**config.mk**
```make
export PLATFORM = sky130hd
export DESIGN_NAME = boundary_area_normal_filter_sum
export DESIGN_NICKNAME = d
export VERILOG_FILES = /design/src/design/banfs_pkg.sv /design/src/design/banfs_apb.sv /design/src/design/boundary_area_normal_filter_sum.sv
export SDC_FILE = /design/constraint.sdc
export NUM_CORES = 2
export LEC_CHECK = 0
export BUFFER_PORTS_ARGS = -buffer_cell sky130_fd_sc_hd__buf_2
export CAP_MARGIN = 20
export CORE_ASPECT_RATIO = 0.75
export CORE_MARGIN = 2
export CORE_UTILIZATION = 25
export CTS_CLUSTER_DIAMETER = 30
export CTS_CLUSTER_SIZE = 24
export DETAILED_ROUTE_END_ITERATION = 10
export MAX_ROUTING_LAYER = met4
export PLACE_DENSITY = 0.45
export RECOVER_POWER = 25
export SETUP_SLACK_MARGIN = 0.05
export SLEW_MARGIN = 40
export SYNTH_ARGS = -nofsm -noshare
export SYNTH_HDL_FRONTEND = slang
export SYNTH_SLANG_ARGS = --single-unit
```
**constraint.sdc**
```tcl
create_clock -name clk -period 15.3 [get_ports clk]
set_input_delay 3.06 -clock clk [delete_from_list [all_inputs] [get_ports clk]]
set_output_delay 3.06 -clock clk [all_outputs]
set_load 0.01 [all_outputs]
```
**src/design/banfs_pkg.sv**
```systemverilog
`timescale 1ns / 1ps
// ----------------------------------------------------------------------------
// banfs_pkg: shared types and constants
// Register map, configuration bundle, sequencer states and the fixed field
// widths of the boundary area sum block.
// ----------------------------------------------------------------------------
package banfs_pkg;

	localparam int SUM_BITS_DEF = 40;

	localparam int FRAC_W = 16;          // face fraction, boundary area, normals
	localparam int D_W    = FRAC_W + 1;  // fraction difference
	localparam int CFA_W  = 24;          // cell face area
	localparam int MUL_W  = 25;          // shared multiplier operand
	localparam int Q_W    = 34;          // squared normal length
	localparam int L_W    = 32;          // root of Q * 2^30
	localparam int MAG_W  = 33;          // |dot sum|
	localparam int QUO_W  = 17;          // dot quotient
	localparam int DOT_W  = 19;          // signed dot and its bounds
	localparam int SUB_W  = 64;          // shared subtractor
	localparam int CNT_W  = 6;
	localparam int OUT_W  = 64;

	localparam int MAC_STEPS  = 3;
	localparam int SQRT_STEPS = 32;
	localparam int DIV_STEPS  = QUO_W;

	localparam int ADDR_W = 5;
	localparam int DATA_W = 32;

	localparam logic signed [DOT_W-1:0] NEG_ONE = -19'sd32768;

	typedef enum logic [2:0] {
		REG_CHECK = 3'd0,
		REG_NX    = 3'd1,
		REG_NY    = 3'd2,
		REG_NZ    = 3'd3,
		REG_TOL   = 3'd4,
		REG_CFA   = 3'd5
	} reg_idx_t;

	typedef struct packed {
		logic                     check_normal;
		logic signed [FRAC_W-1:0] normal_x;
		logic signed [FRAC_W-1:0] normal_y;
		logic signed [FRAC_W-1:0] normal_z;
		logic [FRAC_W-1:0]        tolerance;
		logic [CFA_W-1:0]         cell_face_area;
	} cfg_t;

	typedef enum logic [3:0] {
		ST_IDLE,
		ST_MAC_Q,
		ST_MAC_S,
		ST_SQRT,
		ST_DIV_LOAD,
		ST_DIV,
		ST_TEST,
		ST_ACCUM,
		ST_PLOAD,
		ST_PROD,
		ST_OUT
	} st_t;

endpackage

```
**src/design/banfs_apb.sv**
```systemverilog
`timescale 1ns / 1ps
// ----------------------------------------------------------------------------
// banfs_apb: configuration register file
// APB-style slave holding the six configuration registers; zero wait states.
// ----------------------------------------------------------------------------
module banfs_apb
	import banfs_pkg::*;
(
	input  logic              clk,
	input  logic              arst_n,
	input  logic              psel,
	input  logic              penable,
	input  logic              pwrite,
	input  logic [ADDR_W-1:0] paddr,
	input  logic [DATA_W-1:0] pwdata,
	output logic [DATA_W-1:0] prdata,
	output logic              pready,
	output cfg_t              cfg
);

	cfg_t     cfg_q;
	reg_idx_t idx;
	logic     wr_en;

	assign idx    = reg_idx_t'(paddr[4:2]);
	assign wr_en  = psel & penable & pwrite;
	assign pready = 1'b1;
	assign cfg    = cfg_q;

	always_ff @(posedge clk or negedge arst_n) begin
		if (!arst_n) begin
			cfg_q <= '0;
		end else if (wr_en) begin
			case (idx)
				REG_CHECK: begin
					cfg_q.check_normal <= pwdata[0];
				end
				REG_NX: begin
					cfg_q.normal_x <= pwdata[FRAC_W-1:0];
				end
				REG_NY: begin
					cfg_q.normal_y <= pwdata[FRAC_W-1:0];
				end
				REG_NZ: begin
					cfg_q.normal_z <= pwdata[FRAC_W-1:0];
				end
				REG_TOL: begin
					cfg_q.tolerance <= pwdata[FRAC_W-1:0];
				end
				REG_CFA: begin
					cfg_q.cell_face_area <= pwdata[CFA_W-1:0];
				end
				default: begin
				end
			endcase
		end
	end

	always_comb begin
		case (idx)
			REG_CHECK: prdata = DATA_W'(cfg_q.check_normal);
			REG_NX:    prdata = DATA_W'(unsigned'(cfg_q.normal_x));
			REG_NY:    prdata = DATA_W'(unsigned'(cfg_q.normal_y));
			REG_NZ:    prdata = DATA_W'(unsigned'(cfg_q.normal_z));
			REG_TOL:   prdata = DATA_W'(cfg_q.tolerance);
			REG_CFA:   prdata = DATA_W'(cfg_q.cell_face_area);
			default:   prdata = '0;
		endcase
	end

endmodule

```
**src/design/boundary_area_normal_filter_sum.sv**
```systemverilog
`timescale 1ns / 1ps
// ----------------------------------------------------------------------------
// boundary_area_normal_filter_sum: filtered embedded-boundary area sum
// Sums the boundary area of cut cells, optionally keeping only cells whose
// unit normal lies against a target normal, and returns the scaled sum on the
// last cell of a run.
// ----------------------------------------------------------------------------
// One cell is taken per transfer on the input channel; in_stall is high for
// as long as the cell is being worked on. A cell that is uncut, or any cell
// while check_normal is 0, goes straight to the add into the sum. A cut cell
// with checking on runs 3 + 3 multiply-accumulate steps for |d|^2 and d.n on
// one shared multiplier (a zero-length normal then skips to the add), 32 one-bit
// square root steps and 17 one-bit divide steps that share one 64-bit
// subtractor, then a test and the add into the sum. A cell marked last then
// forms the sum times cell_face_area product 24 bits at a time on the same
// multiplier, in NCHUNK chunks (NCHUNK = ceil(SUM_BITS / 24), 2 at the
// default), and waits while the output register holds an untaken total. The result
// sits in an output register, so the next cell is taken while a finished
// total still waits for its transfer. Configuration goes through the APB-style
// port and must only change while the block is idle.
// ----------------------------------------------------------------------------
module boundary_area_normal_filter_sum
	import banfs_pkg::*;
#(
	parameter int SUM_BITS = SUM_BITS_DEF
) (
	input  logic              clk,
	input  logic              arst_n,
	// configuration
	input  logic              psel,
	input  logic              penable,
	input  logic              pwrite,
	input  logic [ADDR_W-1:0] paddr,
	input  logic [DATA_W-1:0] pwdata,
	output logic [DATA_W-1:0] prdata,
	output logic              pready,
	// cell input
	input  logic              in_valid,
	output logic              in_stall,
	input  logic              cut_cell,
	input  logic [FRAC_W-1:0] boundary_area,
	input  logic [FRAC_W-1:0] frac_x_low,
	input  logic [FRAC_W-1:0] frac_x_high,
	input  logic [FRAC_W-1:0] frac_y_low,
	input  logic [FRAC_W-1:0] frac_y_high,
	input  logic [FRAC_W-1:0] frac_z_low,
	input  logic [FRAC_W-1:0] frac_z_high,
	input  logic              last_cell,
	// result
	output logic              out_valid,
	input  logic              out_stall,
	output logic [OUT_W-1:0]  total_area
);

	// accumulator: holds |d|^2, d.n and the Horner product sum * cfa
	localparam int ACC_W  = (SUM_BITS + MUL_W > 2 * MUL_W) ? SUM_BITS + MUL_W : 2 * MUL_W;
	localparam int NCHUNK = (SUM_BITS + CFA_W - 1) / CFA_W;
	localparam int SH_W   = NCHUNK * CFA_W;

	cfg_t cfg;

	banfs_apb u_apb (
		.clk     (clk),
		.arst_n  (arst_n),
		.psel    (psel),
		.penable (penable),
		.pwrite  (pwrite),
		.paddr   (paddr),
		.pwdata  (pwdata),
		.prdata  (prdata),
		.pready  (pready),
		.cfg     (cfg)
	);

	// ------------------------------------------------------------------
	// Registers
	// ------------------------------------------------------------------
	st_t                      state_q, state_d;
	logic [CNT_W-1:0]         cnt_q;
	logic                     accept;
	logic                     out_free;
	logic                     out_load;
	logic                     out_valid_q;
	logic [OUT_W-1:0]         total_q;
	logic [SUM_BITS-1:0]      area_sum_q;

	logic                     last_q;
	logic                     keep_q;     // add this cell's area
	logic [FRAC_W-1:0]        area_in_q;
	logic signed [D_W-1:0]    dx_q, dy_q, dz_q;

	logic signed [ACC_W-1:0]  acc_q;
	logic [Q_W-1:0]           qsq_q;
	logic [SUB_W-1:0]         v_q, res_q, bit_q;
	logic                     s_neg_q;
	logic [MAG_W-1:0]         rem_q;
	logic [MAG_W-1:0]         dvs_q;
	logic [QUO_W-1:0]         nlo_q;
	logic [QUO_W-1:0]         quo_q;
	logic [SH_W-1:0]          sh_q;

	// ------------------------------------------------------------------
	// Sequencer
	// ------------------------------------------------------------------
	logic mac_last, sqrt_last, div_last, prod_last;

	assign mac_last  = (cnt_q == CNT_W'(MAC_STEPS - 1));
	assign sqrt_last = (cnt_q == CNT_W'(SQRT_STEPS - 1));
	assign div_last  = (cnt_q == CNT_W'(DIV_STEPS - 1));
	assign prod_last = (cnt_q == CNT_W'(NCHUNK - 1));
	assign out_free  = ~out_valid_q | ~out_stall;

	always_comb begin
		state_d = state_q;
		case (state_q)
			ST_IDLE: begin
				if (in_valid) begin
					state_d = (cut_cell & cfg.check_normal) ? ST_MAC_Q : ST_ACCUM;
				end
			end
			ST_MAC_Q: begin
				if (mac_last) state_d = ST_MAC_S;
			end
			ST_MAC_S: begin
				// zero-length normal never passes
				if (mac_last) state_d = (qsq_q == '0) ? ST_ACCUM : ST_SQRT;
			end
			ST_SQRT: begin
				if (sqrt_last) state_d = ST_DIV_LOAD;
			end
			ST_DIV_LOAD: begin
				state_d = ST_DIV;
			end
			ST_DIV: begin
				if (div_last) state_d = ST_TEST;
			end
			ST_TEST: begin
				state_d = ST_ACCUM;
			end
			ST_ACCUM: begin
				state_d = last_q ? ST_PLOAD : ST_IDLE;
			end
			ST_PLOAD: begin
				state_d = ST_PROD;
			end
			ST_PROD: begin
				if (prod_last) state_d = ST_OUT;
			end
			ST_OUT: begin
				if (out_free) state_d = ST_IDLE;
			end
			default: begin
				state_d = ST_IDLE;
			end
		endcase
	end

	always_comb begin
		in_stall = (state_q != ST_IDLE);
		out_load = (state_q == ST_OUT) & out_free;
	end

	assign accept = in_valid & ~in_stall;

	always_ff @(posedge clk or negedge arst_n) begin
		if (!arst_n) begin
			state_q <= ST_IDLE;
			cnt_q   <= '0;
		end else begin
			state_q <= state_d;
			cnt_q   <= (state_d != state_q) ? '0 : cnt_q + CNT_W'(1);
		end
	end

	// ------------------------------------------------------------------
	// Shared multiplier, multiply-accumulate
	// ------------------------------------------------------------------
	logic signed [D_W-1:0]      d_sel;
	logic signed [FRAC_W-1:0]   n_sel;
	logic signed [MUL_W-1:0]    mul_a, mul_b;
	logic signed [2*MUL_W-1:0]  prod;
	logic signed [ACC_W-1:0]    acc_base, acc_next;
	logic                       mac_en;

	always_comb begin
		case (cnt_q[1:0])
			2'd0: begin
				d_sel = dx_q;
				n_sel = cfg.normal_x;
			end
			2'd1: begin
				d_sel = dy_q;
				n_sel = cfg.normal_y;
			end
			default: begin
				d_sel = dz_q;
				n_sel = cfg.normal_z;
			end
		endcase
	end

	always_comb begin
		case (state_q)
			ST_MAC_Q: begin
				mul_a = MUL_W'(d_sel);
				mul_b = MUL_W'(d_sel);
			end
			ST_MAC_S: begin
				mul_a = MUL_W'(d_sel);
				mul_b = MUL_W'(n_sel);
			end
			ST_PROD: begin
				mul_a = signed'({1'b0, sh_q[SH_W-1 -: CFA_W]});
				mul_b = signed'({1'b0, cfg.cell_face_area});
			end
			default: begin
				mul_a = '0;
				mul_b = '0;
			end
		endcase
	end

	assign prod     = mul_a * mul_b;
	assign acc_base = (state_q == ST_PROD) ? (acc_q <<< CFA_W) : acc_q;
	assign acc_next = acc_base + ACC_W'(prod);
	assign mac_en   = (state_q inside {ST_MAC_Q, ST_MAC_S, ST_PROD});

	// ------------------------------------------------------------------
	// Shared subtractor: root and divide steps
	// ------------------------------------------------------------------
	logic [SUB_W-1:0]  sub_a, sub_b;
	logic [SUB_W:0]    diff;
	logic              ge;
	logic [MAG_W:0]    div_t;
	logic              in_sqrt;

	assign in_sqrt = (state_q == ST_SQRT);
	assign div_t   = {rem_q, nlo_q[QUO_W-1]};
	// root and bit never overlap, so OR is the trial sum
	assign sub_a   = in_sqrt ? v_q : SUB_W'(div_t);
	assign sub_b   = in_sqrt ? (res_q | bit_q) : SUB_W'(dvs_q);
	assign diff    = {1'b0, sub_a} - {1'b0, sub_b};
	assign ge      = ~diff[SUB_W];

	// ------------------------------------------------------------------
	// Divide set-up and dot test
	// ------------------------------------------------------------------
	logic signed [ACC_W-1:0]  acc_abs;
	logic [MAG_W+FRAC_W:0]    numer;
	logic signed [DOT_W-1:0]  dot, lo_bound, hi_bound;
	logic                     pass;

	assign acc_abs  = acc_q[ACC_W-1] ? -acc_q : acc_q;
	// (|S| << 16) + L, divided by 2L gives the rounded |dot|
	assign numer    = {1'b0, acc_abs[MAG_W-1:0], {FRAC_W{1'b0}}}
			+ (MAG_W + FRAC_W + 1)'(res_q[L_W-1:0]);
	assign dot      = s_neg_q ? -signed'({2'b00, quo_q}) : signed'({2'b00, quo_q});
	assign lo_bound = NEG_ONE - signed'({3'b000, cfg.tolerance});
	assign hi_bound = NEG_ONE + signed'({3'b000, cfg.tolerance});
	assign pass     = (lo_bound <= dot) & (dot <= hi_bound);

	// ------------------------------------------------------------------
	// Sum and product
	// ------------------------------------------------------------------
	logic [SUM_BITS:0]  sum_ext;
	logic [127:0]       acc_wide;
	logic               sat;

	assign sum_ext  = {1'b0, area_sum_q} + (SUM_BITS + 1)'(keep_q ? area_in_q : '0);
	assign acc_wide = 128'(acc_q);
	assign sat      = |acc_wide[127:OUT_W];

	// ------------------------------------------------------------------
	// Datapath registers
	// ------------------------------------------------------------------
	always_ff @(posedge clk) begin
		if (accept) begin
			area_in_q <= boundary_area;
			last_q    <= last_cell;
			keep_q    <= cut_cell & ~cfg.check_normal;
			dx_q      <= signed'({1'b0, frac_x_low}) - signed'({1'b0, frac_x_high});
			dy_q      <= signed'({1'b0, frac_y_low}) - signed'({1'b0, frac_y_high});
			dz_q      <= signed'({1'b0, frac_z_low}) - signed'({1'b0, frac_z_high});
			acc_q     <= '0;
		end

		// |d|^2 is parked in qsq_q and the accumulator cleared for d.n
		if (mac_en) begin
			acc_q <= (state_q == ST_MAC_Q && mac_last) ? '0 : acc_next;
		end
		if (state_q == ST_MAC_Q && mac_last) begin
			qsq_q <= acc_next[Q_W-1:0];
		end
		if (state_q == ST_MAC_S && mac_last) begin
			v_q   <= {qsq_q, {(SUB_W - Q_W){1'b0}}};
			res_q <= '0;
			bit_q <= {2'b01, {(SUB_W - 2){1'b0}}};
		end

		if (state_q == ST_SQRT) begin
			if (ge) begin
				v_q   <= diff[SUB_W-1:0];
				res_q <= (res_q >> 1) | bit_q;
			end else begin
				res_q <= res_q >> 1;
			end
			bit_q <= bit_q >> 2;
		end

		if (state_q == ST_DIV_LOAD) begin
			s_neg_q <= acc_q[ACC_W-1];
			rem_q   <= numer[MAG_W+FRAC_W -: MAG_W];
			nlo_q   <= numer[QUO_W-1:0];
			dvs_q   <= {res_q[L_W-1:0], 1'b0};
			quo_q   <= '0;
		end

		if (state_q == ST_DIV) begin
			if (ge) begin
				rem_q <= diff[MAG_W-1:0];
			end else begin
				rem_q <= div_t[MAG_W-1:0];
			end
			quo_q <= {quo_q[QUO_W-2:0], ge};
			nlo_q <= nlo_q << 1;
		end

		if (state_q == ST_TEST) begin
			keep_q <= pass;
		end

		if (state_q == ST_PLOAD) begin
			sh_q  <= SH_W'(area_sum_q);
			acc_q <= '0;
		end
		if (state_q == ST_PROD) begin
			sh_q <= sh_q << CFA_W;
		end

		if (out_load) begin
			total_q <= sat ? '1 : acc_wide[OUT_W-1:0];
		end
	end

	// running sum and output handshake
	always_ff @(posedge clk or negedge arst_n) begin
		if (!arst_n) begin
			area_sum_q  <= '0;
			out_valid_q <= 1'b0;
		end else begin
			if (state_q == ST_ACCUM) begin
				area_sum_q <= sum_ext[SUM_BITS] ? '1 : sum_ext[SUM_BITS-1:0];
			end else if (state_q == ST_PLOAD) begin
				area_sum_q <= '0;
			end

			if (out_load) begin
				out_valid_q <= 1'b1;
			end else if (~out_stall) begin
				out_valid_q <= 1'b0;
			end
		end
	end

	assign out_valid  = out_valid_q;
	assign total_area = total_q;

endmodule

```
# == Yosys cells after proc, flatten, opt, wreduce, memory -nomap -nowiden ==
# Index checks and enable logic that the tools add are counted.
# word_totals
memories,0
ramBits,0
regBits,680
input_bits,158
latch_bits,0
romBits,0
wordCells,154
output_inout_bits,99
# op_classes
reduce_logical,21
addsub,12
mul,1
mux,50
shift,0
div,0
n_bitwise,15
n_eq_ne,22
magnitude_cmp,2
# op_table
cell,count
64-bit two-way mux,7
65-bit two-way mux,4
24-bit case mux with 6 select lines,1
33-bit two-way mux,4
61-bit two-way mux,2
40-bit two-way mux,3
48-bit two-way mux,2
25-bit case mux with 3 select lines,1
17-bit two-way mux,4
65-bit by 50-bit adder with 65-bit output,1
64-bit by 64-bit subtractor with 65-bit output,1
64-bit by 63-bit OR with 64-bit output,1
63-bit two-way mux,1
63-bit OR,1
16-bit by 16-bit subtractor with 17-bit output,3
49-bit by 32-bit adder with 50-bit output,1
25-bit by 25-bit multiplier with 50-bit output,1
25-bit case mux with 2 select lines,1
4-bit case mux with 11 select lines,1
40-bit by 16-bit adder with 41-bit output,1
34-bit logical NOT,1
17-bit case mux with 2 select lines,1
33-bit negator,1
4-bit two-way mux,8
37 further kinds,71

# == Logic depth before layout (Yosys ltp) ==
# logic_depth
word_depth,7
mapped_depth,38
ltp_nobuf,34

# == Cells and area by module ==
# From an unflattened synthesis, not the netlist that was laid out.
# hier_totals
hier_cells,7146
area_unflattened_um2,66562.6
# by_module_without_submodules
module,area_per_inst_um2,cells_each,seq_area_each_um2,n_inst
boundary_area_normal_filter_sum,62328.5,6839,15910.3,1
banfs_apb,4234.1,307,2227.1,1

# == Least setup slack after synthesis ==
# OpenSTA, ideal clock, no wires.
# synth_path
path_kind,register to register
start,register cnt_q[0]
end,register acc_q[56]
n_path_buf,5
path_slack_ns,6.212
required_time_ns,15.172
period_less_slack_ns,9.088
path_stages_with_launch,38
arrival_ns,8.960
setup_ns,0.128
path_cell_list,dfrtp_1 > inv_1 > ha_1 > clkbuf_1 > nor2_1 > clkbuf_1 > buf_1 > a21oi_1 > nor2_1 > a21oi_1 > o21ai_1 > clkbuf_1 > nand2_1 > fa_1 > inv_1 > fa_1 > inv_1 > fa_1 > [2 not listed] > fa_1 > fa_1 > inv_1 > fa_1 > inv_1 > ha_1 > clkbuf_1 > a21oi_1 > o21ai_0 > or2_2 > o311a_1 > or3b_2 > a31o_2 > a21oi_1 > o31ai_1 > a21oi_1 > xor2_1 > o21ai_0
# synth_between
elab_chain_len,7
elab_cells_between_ends,12
cone_classes,1 x add/sub; 1 x mul; 2 x eq/ne; 6 x mux; 2 x reduce/logical
# synth_lines
item,line_no,text
from (decl),boundary_area_normal_filter_sum.sv:79,logic [CNT_W-1:0] cnt_q;
from (signal assigned),boundary_area_normal_filter_sum.sv:171,cnt_q <= (state_d != state_q) ? '0 : cnt_q + CNT_W'(1);
2-bit by 1-bit == test with 1-bit output / 2-bit logical NOT (equally long branches),boundary_area_normal_filter_sum.sv:186,case (cnt_q[1:0])
16-bit case mux with 2 select lines / 17-bit case mux with 2 select lines (equally long branches),boundary_area_normal_filter_sum.sv:186,
25-bit case mux with 3 select lines / 25-bit case mux with 2 select lines (equally long branches),boundary_area_normal_filter_sum.sv:203,case (state_q)
25-bit by 25-bit multiplier with 50-bit output,boundary_area_normal_filter_sum.sv:223,assign prod = mul_a * mul_b;
65-bit by 50-bit adder with 65-bit output,boundary_area_normal_filter_sum.sv:225,assign acc_next = acc_base + ACC_W'(prod);
65-bit two-way mux (*),boundary_area_normal_filter_sum.sv:289,acc_q <= (state_q == ST_MAC_Q && mac_last) ? '0 : acc_next;
65-bit two-way mux (*),boundary_area_normal_filter_sum.sv:288,if (mac_en) begin
to (signal assigned),boundary_area_normal_filter_sum.sv:289,
to (decl),boundary_area_normal_filter_sum.sv:92,logic signed [ACC_W-1:0] acc_q;
# Every way passes the cells marked *; elsewhere a longest branch is shown, timed or not.
# A chain may end at the register's enable or synchronous reset.

# == Worst setup path in the final report ==
# layout_path
start,register state_q[3]
end,register acc_q[56]
# layout_between
elab_chain_len,7
elab_cells_between_ends,18
cone_classes,1 x add/sub; 1 x mul; 4 x eq/ne; 5 x mux; 2 x bitwise; 5 x reduce/logical
# layout_lines
item,line_no,text
from (decl),boundary_area_normal_filter_sum.sv:78,"st_t state_q, state_d;"
from (signal assigned),boundary_area_normal_filter_sum.sv:170,state_q <= state_d;
4-bit by 1-bit == test with 1-bit output / 4-bit by 2-bit == test with 1-bit output (equally long branches),"boundary_area_normal_filter_sum.sv:203, boundary_area_normal_filter_sum.sv:226, boundary_area_normal_filter_sum.sv:289",
2-bit OR reduction (no line),-,
25-bit case mux with 2 select lines,boundary_area_normal_filter_sum.sv:203,
25-bit by 25-bit multiplier with 50-bit output,boundary_area_normal_filter_sum.sv:223,
65-bit by 50-bit adder with 65-bit output,boundary_area_normal_filter_sum.sv:225,
65-bit two-way mux,boundary_area_normal_filter_sum.sv:289,
65-bit two-way mux,boundary_area_normal_filter_sum.sv:288,
# Parallel ways exist; a longest one is shown, timed or not.

==> metrics.cfg <==
[run_status]
status = finished, violations left
violations = capacitance limit, slew limit

[synthesis]
synth_warnings = 0
ys_ff_latch = 679
synthTopCellsByArea = fa_1, edfxtp_1, ha_1
avgSynthCellArea_um2 = 9.38
ys_types = 93
async_flop_share_pct = 20.6
synth_ff_type = edfxtp_1
syn-instance-count = 7073
syn_area_um2 = 66300
yosysTopAreaCellShare_pct = 24.5
synth_edf_count = 384
synth-seq-area-share_pct = 27.3
synth.largest_area_cell = fa_1

[clock_network]
clockRootBuffer = clkbuf_16
cts_hold_buf = 0
post_cts_buffers = 0
insertion_delay_ns = 0.86
clkTransAtPathRegs_ns = 0.04
cts_resized = 0
cts_tree = built
ctsHtreeMaxLevel = 4
cts_sinks = 679
cts_inserted_buffers = 179
cts_buffer_depth = 4

[sta]
hold_viol_final = 0
period_minus_slack_ns = 10.88
final-setup-viol-count = 0
slew_headroom_pct = -134
setup_ws_ns = 4.42
tns_ns = 0
skew_ns = 0.106
whs_ns = 0.454
rsz0062_at_grt = false
finalCritPeriodShare_pct = 71.1
clock.fmax_mhz = 91.9
report.final.slew_viol_count = 361
tightest_slew_ns = 3.51

[worst_hold_path]
min_path_type = flop to flop

[floorplan]
start_util_pct = 25.2
die_h_um = 450
core_area_um2 = 263000
pin_count = 257
die_w_um = 599
dieArea_um2 = 270000
num_rows = 163

[detailed_routing]
wl_per_cell_um = 20.1
drt-initial-drc-count = 3662
remaining_drc_errors = 0
finalWirelength_um = 221000
vias = 50800
vias_per_cell = 4.63
drtPass1Iterations = 5
ant_nets = 0

[global_route]
busiest_layer = met2
antenna_found_initial = 8
grt_pass1_wl_um = 337000
grt_pass1_vias = 52400
grt_use_met1_pct = 24.2
grt_max_degree = 130
grt_overflow = 0
grt_usage_pct = 16.9
grt_use_met2_pct = 24.8
grtUsageMet3_pct = 2.60

[final_layout]
syn_to_final_growth_pct = 17.7
fillers = 27700
fin_area_um2 = 78100
drive_above_1_share_pct = 12.4
nets = 8638

[critical_path]
cp-end-kind = flop
path_class = flop to flop
arrival_ns = 11.56
cp.buffers_inverters = 6
worstSetupStartpoint = state_q[3]
path_delay_family = adder cells
crit_path_end = acc_q[56]
crit_cells = 31
r2r_setup_slack_ns = 4.42
cp_slowest_cell = nand2_1
reg2reg_from = state_q[3]
r2r_cells = 31
critPathMaxFanout = 83
critical_path.max_stage_delay_ns = 0.64
crit_required_ns = 15.98
cp_common_cell = fa_1
startpoint_type = flop
r2r-end = acc_q[56]

[place]
pre_cts_ws_ns = 4.44
gp_congestion = 0.891
portBuffers = 237
placed_area_um2 = 71900
dp_hpwl_um = 171000

[flow_run]
max-cap-violations = 7

[metal layers]
| metal | part of all wire, % | vias up |
|---|---|---|
| met5 | 0 | - |
| met4 | 2.3 | 0 |
| met3 | 5.7 | 283 |
| met2 | 43 | 1432 |
| met1 | 49 | 25500 |
| li1 | - | 23600 |
[stage by stage]
step,util (%),instances
3_3_place_gp,27.2,10600
2_1_floorplan,-,7080
5_1_grt,29.6,11000
6_report,29.6,11000
4_1_cts,29.6,11000
3_5_place_dp,27.3,10600
[worst min path at each step]
stage / slack, ns / end / startpoint / cells past startpoint
2_1_floorplan: 0.43 / s_neg_q / acc_q[64] / 0
3_3_place_gp: 0.44 / v_q[28] / v_q[28] / 2
3_5_place_dp: 0.45 / v_q[23] / v_q[23] / 2
4_1_cts: 0.46 / v_q[23] / v_q[23] / 2
5_1_grt: 0.47 / v_q[18] / v_q[18] / 2
6_report: 0.45 / v_q[14] / v_q[14] / 2
[layout by cell type (no fill, tap or decap), drive strengths merged, types with 214 or more instances in the layout]
master,count
a21oi,287
nand2,1003
clkbuf,214
inv,1106
edfxtp,384
buf,350
fa,813
o21ai,284
ha,385
nor2,464
[area by class of cell]
type / count / area [um^2] / share of cell area (%)
multi-input combinational: 4967 / 43000 / 55.1
sequential: 679 / 18100 / 23.2
clock buffer: 202 / 4680 / 5.99
tap: 3547 / 4440 / 5.68
inverter: 1093 / 4100 / 5.25
timing repair buffer: 362 / 2210 / 2.83
clock inverter: 118 / 1510 / 1.94
antenna: 5 / 12.5 / 0.0160
[synth_stat cells (51+ instances only)]
| master | count |
|---|---|
| nor2_1 | 464 |
| and3_1 | 62 |
| nand2_1 | 1002 |
| fa_1 | 813 |
| nor3_1 | 65 |
| nand3_1 | 97 |
| mux2_2 | 113 |
| a22oi_1 | 67 |
| o21ai_0 | 261 |
| clkbuf_1 | 283 |
| o21a_1 | 51 |
| a22o_1 | 102 |
| edfxtp_1 | 384 |
| ha_1 | 385 |
| a21oi_1 | 287 |
| or2_2 | 76 |
| mux2i_1 | 84 |
| a21o_1 | 75 |
| and2_1 | 149 |
| xnor2_1 | 187 |
| inv_1 | 1092 |
| dfrtp_1 | 140 |
| xor2_1 | 75 |
| dfxtp_1 | 155 |
[worst register-to-register path, delay by kind of cell (launching register included)]
| family | cells | cell delay, ns |
|---|---|---|
| simple gates | 8 | 3.16 |
| compound gates | 8 | 1.90 |
| flops | 1 | 0.58 |
| fa+ha+maj | 8 | 4.00 |
| buf+inv | 6 | 0.92 |
| xor+xnor | 1 | 0.20 |
[state kept, by name (all words and copies together), names as in the netlist, 16 cells and up]
signal / cells
area_sum_q: 40
quo_q: 17
rem_q: 33
u_apb.cfg: 89
total_area: 64
bit_q: 32
sh_q: 48
nlo_q: 17
dx_q: 17
v_q: 64
acc_q: 65
dvs_q: 32
res_q: 63
dz_q: 17
dy_q: 17
qsq_q: 34
area_in_q: 16
[kinds of logic (layout without fill, tap and decap cells)]
kind of cell	after synthesis	count (layout)	synth area share [%]
flops	679	679	27.3
compound gates	1156	1156	11.2
other cells	2	14	0.0113
buf+inv	1434	1775	8.39
xor+xnor	262	262	3.46
simple gates	2145	2145	14.6
mux	197	197	3.19
fa+ha+maj	1198	1198	31.8
Power is not shown: default switching activity piles up to over one toggle a cycle in this logic, so the estimate is an artifact.
